[src/design/tdq_pkg.sv]
`timescale 1ns / 1ps
`default_nettype none

package tdq_pkg;

  localparam int unsigned QUEUE_DEPTH = 16;
  localparam int unsigned TIME_BITS   = 32;
  localparam int unsigned DUR_W       = 24;
  localparam int unsigned TAG_W       = 16;
  localparam int unsigned PTR_W       = $clog2(QUEUE_DEPTH);
  localparam int unsigned CNT_W       = $clog2(QUEUE_DEPTH + 1);

  typedef enum logic [1:0] {
    KIND_CREATED  = 2'd0,
    KIND_FIRED    = 2'd1,
    KIND_REJECTED = 2'd2,
    KIND_IDLE     = 2'd3
  } kind_e;

  typedef enum logic {
    OP_CREATE = 1'b0,
    OP_TICK   = 1'b1
  } op_e;

  typedef struct packed {
    logic [TIME_BITS-1:0] deadline;
    logic [TAG_W-1:0]     tag;
  } entry_t;

  // ring index: (a + b) mod depth, both operands at most depth
  function automatic logic [PTR_W-1:0] ring_add(input logic [CNT_W-1:0] a,
                                                input logic [CNT_W-1:0] b);
    logic [CNT_W:0] sum;
    sum = {1'b0, a} + {1'b0, b};
    if (sum >= (CNT_W + 1)'(QUEUE_DEPTH)) begin
      sum = sum - (CNT_W + 1)'(QUEUE_DEPTH);
    end
    return sum[PTR_W-1:0];
  endfunction

endpackage

`default_nettype wire

[src/design/timer_deadline_queue_core.sv]
`timescale 1ns / 1ps
`default_nettype none
// One-shot timer queue with a deadline-ordered ring store.
// Input stream: tuser = op (0 create, 1 tick); tdata = duration, tag. A create
// stores deadline = now + duration in order, or is rejected when the queue is
// full; a tick advances the time counter by one and fires every due timer,
// earliest first, equal deadlines in creation order.
// Output stream: tuser = kind, tdata = fired tag, tlast marks the final
// result of each request.
// One request is handled at a time; tready is high only while the sequencer
// is idle. A create into an empty queue is written straight to the head slot;
// otherwise one stored entry is read, compared against the new duration and
// moved per cycle. A tick reads and tests one entry per cycle while the
// output register is free.
// Reset empties the queue and clears the time counter; stored entries need no
// clearing. A stalled receiver holds the output register and the sequencer
// waits on it; the next request is taken as soon as the last result is loaded.
module timer_deadline_queue_core (
  input  wire logic        clk_i,
  input  wire logic        rst_ni,
  input  wire logic        s_axis_tvalid,
  output logic             s_axis_tready,
  input  wire logic [39:0] s_axis_tdata,   // [23:0] duration, [39:24] tag
  input  wire logic        s_axis_tuser,   // [0] op
  output logic             m_axis_tvalid,
  input  wire logic        m_axis_tready,
  output logic [15:0]      m_axis_tdata,   // [15:0] fired_tag
  output logic [1:0]       m_axis_tuser,   // [1:0] kind
  output logic             m_axis_tlast    // last
);

  typedef enum logic [3:0] {
    ST_IDLE  = 4'b0001,
    ST_SHIFT = 4'b0010,
    ST_FIRE  = 4'b0100,
    ST_DONE  = 4'b1000
  } state_e;

  localparam int unsigned TB = tdq_pkg::TIME_BITS;
  localparam int unsigned PW = tdq_pkg::PTR_W;
  localparam int unsigned CW = tdq_pkg::CNT_W;

  state_e state_q, state_d;

  logic [TB-1:0] time_q, time_d;
  logic [PW-1:0] head_q, head_d;
  logic [CW-1:0] count_q, count_d;
  logic [CW-1:0] n_q, n_d;
  logic [PW-1:0] j_q, j_d;
  logic [PW-1:0] addr_q, addr_d;
  logic          pend_q, pend_d;
  logic [tdq_pkg::TAG_W-1:0] pend_tag_q, pend_tag_d;
  tdq_pkg::kind_e done_kind_q, done_kind_d;
  logic [tdq_pkg::DUR_W-1:0] key_q, key_d;
  tdq_pkg::entry_t new_q, new_d;

  tdq_pkg::entry_t mem [tdq_pkg::QUEUE_DEPTH];
  tdq_pkg::entry_t rd_q;
  logic            we;
  logic [PW-1:0]   waddr;
  tdq_pkg::entry_t wdata;

  logic            m_valid_q;
  tdq_pkg::kind_e  m_kind_q;
  logic [tdq_pkg::TAG_W-1:0] m_tag_q;
  logic            m_last_q;

  logic            out_free;
  logic            emit;
  tdq_pkg::kind_e  emit_kind;
  logic [tdq_pkg::TAG_W-1:0] emit_tag;
  logic            emit_last;

  logic            in_acc;
  logic [TB-1:0]   delta;
  logic            due;
  logic            at_end;

  assign s_axis_tready = (state_q == ST_IDLE);
  assign in_acc        = s_axis_tvalid && s_axis_tready;
  assign out_free      = !m_valid_q || m_axis_tready;

  assign delta  = rd_q.deadline - time_q;
  assign due    = (delta == '0) || delta[TB-1];
  assign at_end = (n_q == count_q);

  always_comb begin
    state_d     = state_q;
    time_d      = time_q;
    head_d      = head_q;
    count_d     = count_q;
    n_d         = n_q;
    j_d         = j_q;
    addr_d      = addr_q;
    pend_d      = pend_q;
    pend_tag_d  = pend_tag_q;
    done_kind_d = done_kind_q;
    key_d       = key_q;
    new_d       = new_q;
    we          = 1'b0;
    waddr       = head_q;
    wdata       = new_q;
    emit        = 1'b0;
    emit_kind   = tdq_pkg::KIND_IDLE;
    emit_tag    = '0;
    emit_last   = 1'b1;

    unique case (state_q)
      ST_IDLE: begin
        if (in_acc) begin
          if (s_axis_tuser == tdq_pkg::OP_TICK) begin
            time_d  = time_q + TB'(1);
            n_d     = '0;
            pend_d  = 1'b0;
            addr_d  = head_q;
            state_d = ST_FIRE;
          end else if (count_q == CW'(tdq_pkg::QUEUE_DEPTH)) begin
            done_kind_d = tdq_pkg::KIND_REJECTED;
            state_d     = ST_DONE;
          end else begin
            key_d          = s_axis_tdata[23:0];
            new_d.deadline = time_q + TB'(s_axis_tdata[23:0]);
            new_d.tag      = s_axis_tdata[39:24];
            done_kind_d    = tdq_pkg::KIND_CREATED;
            if (count_q == '0) begin
              we      = 1'b1;
              waddr   = head_q;
              wdata   = new_d;
              count_d = CW'(1);
              state_d = ST_DONE;
            end else begin
              j_d     = PW'(count_q - CW'(1));
              addr_d  = tdq_pkg::ring_add(CW'(head_q), count_q - CW'(1));
              state_d = ST_SHIFT;
            end
          end
        end
      end

      ST_SHIFT: begin
        we = 1'b1;
        if (delta > TB'(key_q)) begin
          waddr = tdq_pkg::ring_add(CW'(head_q), CW'(j_q) + CW'(1));
          wdata = rd_q;
          if (j_q == '0) begin
            state_d = ST_DONE;
            count_d = count_q + CW'(1);
          end else begin
            j_d    = j_q - PW'(1);
            addr_d = tdq_pkg::ring_add(CW'(head_q), CW'(j_q) - CW'(1));
          end
        end else begin
          waddr   = tdq_pkg::ring_add(CW'(head_q), CW'(j_q) + CW'(1));
          wdata   = new_q;
          count_d = count_q + CW'(1);
          state_d = ST_DONE;
        end
      end

      ST_FIRE: begin
        if (out_free) begin
          if (!at_end && due) begin
            if (pend_q) begin
              emit      = 1'b1;
              emit_kind = tdq_pkg::KIND_FIRED;
              emit_tag  = pend_tag_q;
              emit_last = 1'b0;
            end
            pend_d     = 1'b1;
            pend_tag_d = rd_q.tag;
            n_d        = n_q + CW'(1);
            addr_d     = tdq_pkg::ring_add(CW'(addr_q), CW'(1));
          end else begin
            emit      = 1'b1;
            emit_kind = pend_q ? tdq_pkg::KIND_FIRED : tdq_pkg::KIND_IDLE;
            emit_tag  = pend_q ? pend_tag_q : '0;
            head_d    = tdq_pkg::ring_add(CW'(head_q), n_q);
            count_d   = count_q - n_q;
            state_d   = ST_IDLE;
          end
        end
      end

      ST_DONE: begin
        if (out_free) begin
          emit      = 1'b1;
          emit_kind = done_kind_q;
          state_d   = ST_IDLE;
        end
      end

      default: state_d = ST_IDLE;
    endcase
  end

  // the entry moved at offset zero frees the head slot for the new timer
  logic head_fill;
  assign head_fill = (state_q == ST_SHIFT) && (j_q == '0) && (delta > TB'(key_q));

  always_ff @(posedge clk_i) begin
    if (we) begin
      mem[waddr] <= wdata;
    end
    if (head_fill) begin
      mem[head_q] <= new_q;
    end
    rd_q <= mem[addr_d];
  end

  always_ff @(posedge clk_i or negedge rst_ni) begin
    if (!rst_ni) begin
      state_q     <= ST_IDLE;
      time_q      <= '0;
      head_q      <= '0;
      count_q     <= '0;
      n_q         <= '0;
      j_q         <= '0;
      addr_q      <= '0;
      pend_q      <= 1'b0;
      done_kind_q <= tdq_pkg::KIND_CREATED;
      m_valid_q   <= 1'b0;
    end else begin
      state_q     <= state_d;
      time_q      <= time_d;
      head_q      <= head_d;
      count_q     <= count_d;
      n_q         <= n_d;
      j_q         <= j_d;
      addr_q      <= addr_d;
      pend_q      <= pend_d;
      done_kind_q <= done_kind_d;
      if (emit) begin
        m_valid_q <= 1'b1;
      end else if (m_axis_tready) begin
        m_valid_q <= 1'b0;
      end
    end
  end

  always_ff @(posedge clk_i) begin
    pend_tag_q <= pend_tag_d;
    key_q      <= key_d;
    new_q      <= new_d;
    if (emit) begin
      m_kind_q <= emit_kind;
      m_tag_q  <= emit_tag;
      m_last_q <= emit_last;
    end
  end

  assign m_axis_tvalid = m_valid_q;
  assign m_axis_tdata  = m_tag_q;
  assign m_axis_tuser  = m_kind_q;
  assign m_axis_tlast  = m_last_q;

  a_count_bound: assert property (@(posedge clk_i) disable iff (!rst_ni)
    count_q <= CW'(tdq_pkg::QUEUE_DEPTH))
    else $error("queue occupancy above depth");

  a_fire_bound: assert property (@(posedge clk_i) disable iff (!rst_ni)
    (state_q == ST_FIRE) |-> (n_q <= count_q))
    else $error("fire count above occupancy");

  a_tick_time: assert property (@(posedge clk_i) disable iff (!rst_ni)
    (in_acc && s_axis_tuser == tdq_pkg::OP_TICK)
      |=> (state_q == ST_FIRE) && (time_q == $past(time_q) + TB'(1)))
    else $error("tick did not advance time");

  a_full_reject: assert property (@(posedge clk_i) disable iff (!rst_ni)
    (in_acc && s_axis_tuser == tdq_pkg::OP_CREATE && count_q == CW'(tdq_pkg::QUEUE_DEPTH))
      |=> (state_q == ST_DONE) && (done_kind_q == tdq_pkg::KIND_REJECTED)
          && $stable(count_q))
    else $error("full queue did not reject");

  a_last_closes: assert property (@(posedge clk_i) disable iff (!rst_ni)
    (emit && emit_last) |-> (state_d == ST_IDLE))
    else $error("final result while request still active");

endmodule

`default_nettype wire
[config.mk]
export PLATFORM = sky130hd
export DESIGN_NAME = timer_deadline_queue_core
export DESIGN_NICKNAME = d
export VERILOG_FILES = /design/src/design/tdq_pkg.sv /design/src/design/timer_deadline_queue_core.sv
export SDC_FILE = /design/constraint.sdc
export NUM_CORES = 2
export LEC_CHECK = 0
export ABC_AREA = 1
export BUFFER_PORTS_ARGS = -buffer_cell sky130_fd_sc_hd__buf_4
export CORE_ASPECT_RATIO = 1.75
export CORE_MARGIN = 3
export CORE_UTILIZATION = 30
export DETAILED_ROUTE_END_ITERATION = 16
export SYNTH_ARGS = -nofsm -noshare
export SYNTH_HDL_FRONTEND = slang
export SYNTH_SLANG_ARGS = --single-unit
export TNS_END_PERCENT = 1
[constraint.sdc]
create_clock -name clk_i -period 10.89 [get_ports clk_i]
set_input_delay 2.7225 -clock clk_i [delete_from_list [all_inputs] [get_ports clk_i]]
set_output_delay 2.7225 -clock clk_i [all_outputs]
set_load 0.005 [all_outputs]
==> impl_metrics.tcl <==
set metrics [dict create \
    grt_util_met1 0.222 \
    period_minus_slack_ns 7.79 \
    core_region_area_mm2 0.186 \
    grt_pass1_vias 45900 \
    dr.first_iter.drc_count 4877 \
    fp.dieW_um 333 \
    n_fill_cell 19000 \
    cts_htree_levels 3 \
    post_drt_wl_per_cell_um 21.7 \
    hold_path.class "flop to flop" \
    cts_sinks 984 \
    port_buffers 65 \
    required_ns 11.48 \
    cpPeakStageDelay_ns 0.72 \
    final_cells 9101 \
    final_area_mm2 0.0618 \
    p_per_area_mw_per_mm2 335 \
    tightest_slew_ns 1.43 \
    start_util 0.303 \
    cts_buffers 88 \
    totalWireLength_mm 198 \
    multi_input_comb_area_mm2 0.0219 \
    arrival_ns 8.38 \
    dr.pass1.iters 6 \
    vias 47600 \
    nNetsFinal 6754 \
    max-cap-violations 0 \
    crit_path_frequent_cell "nand2_1" \
    netlist_area_mm2 0.0562 \
    seq_area_mm2 0.0288 \
    via_per_inst 5.23 \
    synth.distinct_cells 54 \
    tns_ns 0 \
    dp_hpwl_mm 114 \
    status "finished, final reports clean" \
    power_mw 20.7 \
    synth_flop_cell "edfxtp_1" \
    async_flop_share 0.0620 \
    fmax_ghz 0.128 \
    placementRows 209 \
    most-common-layout-cells "1656 x nand2_1, 1005 x inv_1, 933 x nand3_1" \
    clkTransAtPathRegs_ns 0.07 \
    ys_ff_latch 984 \
    crit_fanout 114 \
    end_kind "flop" \
    drc 0 \
    holdWs_ns 0.439 \
    met3_usage 0.0276 \
    grt_usage 0.199 \
    globalplace.congestion 0.939 \
    synth_edf_count 875 \
    ant_nets 0 \
    grt_pass1_wl_mm 291 \
    slowest_stage "nand2_8" \
    yosysWarnings 0 \
    finalHoldViolCount 0 \
    synthTopCellsByArea "edfxtp_1 47%, nand2_1 11%, nand3_1 8.3%, o21ai_0 7.6%, inv_1 6.7%" \
    leakage_nw 27.3 \
    die_h_um 579 \
    grt_overflow 0 \
    antenna_found_initial 7 \
    dp_cells 8933 \
    holdBufCountCts 0 \
    busiest_layer "met2" \
    layout_commonest_cell "nand2_1" \
    period_share 0.715 \
    yosysSeqAreaShare 0.511 \
    clk_latency_ns 0.70 \
    clk_path_buf_depth 3 \
    syn_nets 6982 \
    dieArea_mm2 0.193 \
    critPathKind "flop to flop" \
    synth_top_area_share 0.467 \
    postCtsSetupBuffers 0 \
    peakVddDrop_mv 0.472 \
    ios 66 \
    setup_violations 0 \
    area_growth_pct 9.94 \
    yosysTopAreaCell "edfxtp_1" \
    fin_worst_skew_ns 0.0374 \
    layout-drive-gt1-share 0.0559 \
    place_area_mm2 0.0588 \
    met2_usage 0.361 \
    netlist_instances 6828 \
    grt_max_degree 184 \
    cts-resized-gates 0 \
    relSlewSlack 0.0459 \
    clockRootBuffer "clkbuf_16" \
    avgSynthCellArea_um2 8.24 \
    cts_tree "done" \
    start_kind "flop" \
    slew_viol_final 0 \
    rsz0062_at_grt "false" \
]
==> worst paths after layout <==
path / end / depth (start not counted) / slack (ns) / from
max: rd_q[3] / 33 / 3.10 / time_q[0]
min: pend_tag_q[3] / 0 / 0.44 / rd_q[3]
max reg2reg: rd_q[3] / 33 / 3.10 / time_q[0]
min reg2reg: pend_tag_q[3] / 0 / 0.44 / rd_q[3]
max in group asynchronous: addr_q[0] / 1 / 8.14 / rst_ni
min in group asynchronous: time_q[23] / 1 / 2.13 / rst_ni
==> stage by stage <==
stage	worst slack, ns	util
after floorplan	1.48	-
after global placement	3.26	0.316
after detailed placement	3.18	0.316
after CTS	3.11	0.332
after global routing	2.66	0.333
final	3.10	0.333
==> metal layers <==
layer / routed length [um] / part of all wire
met1: 70500 / 0.36
met2: 99600 / 0.50
met3: 14300 / 0.073
met4: 13200 / 0.067
met5: 13 / 0.000066
==> sequential cells by signal (all words and copies together), names as in the netlist, 5 cells and up <==
name / cells
mem: 768
m_axis_tdata: 16
count_q: 5
pend_tag_q: 16
new_q: 48
n_q: 5
key_q: 24
time_q: 32
rd_q: 48
==> where the power goes <==
part / switching (mW) / internal (mW)
sequential: 0.283 / 5.08
clock: 1.52 / 1.81
combinational: 8.50 / 3.52
total: 10.3 / 10.4
==> synth_stat cells, types with 2 or more instances <==
master,instances
clkinv_1,3
o221ai_1,23
nor2_2,6
nand3_1,934
inv_2,17
nand2_2,5
a211oi_1,3
clkbuf_1,315
nor2_1,146
nand3b_1,196
o211ai_1,70
nand4_1,30
a21boi_1,2
xnor2_1,14
edfxtp_1,875
nand2_1,1677
nor3_1,28
a21o_1,5
dfxtp_1,48
ha_1,102
nor3_2,3
nor4_1,6
buf_6,2
o21a_1,3
a21oi_1,107
o22ai_1,6
a2111oi_0,2
buf_4,22
and2_1,2
buf_1,28
a31oi_1,4
o21ai_1,7
fa_1,7
xor2_1,71
o21ai_0,852
o21bai_1,6
buf_2,119
dfrtp_1,60
inv_1,1007
==> worst max-delay path: cells and delay by family (launching register included) <==
family	cells	cell delay [ns]
compound gates	1	0.08
flops	1	0.46
fa+ha+maj	3	0.98
simple gates	26	4.49
buf+inv	3	1.30
==> cell type report <==
cell class,instances,area share
diodes,2,0.0000809
well taps,2426,0.0491
repair buffers,168,0.0216
multi-input cells,4331,0.354
flip-flops and latches,984,0.465
clock buffers,115,0.0387
clock inverters,48,0.00923
inverters,1027,0.0625
==> logic make-up (layout without fill, tap and decap cells) <==
family,Yosys count,after routing,synth area share
AND/OR/NAND/NOR,3040,3040,0.241
XOR/XNOR,85,85,0.0132
other,0,2,0
AO/OA/AOI/OAI,1097,1097,0.104
adder cells (fa/ha/maj),109,109,0.0252
buffers and inverters,1513,1358,0.105
flip-flops,984,984,0.511
Power figures use the tool's default switching activity.
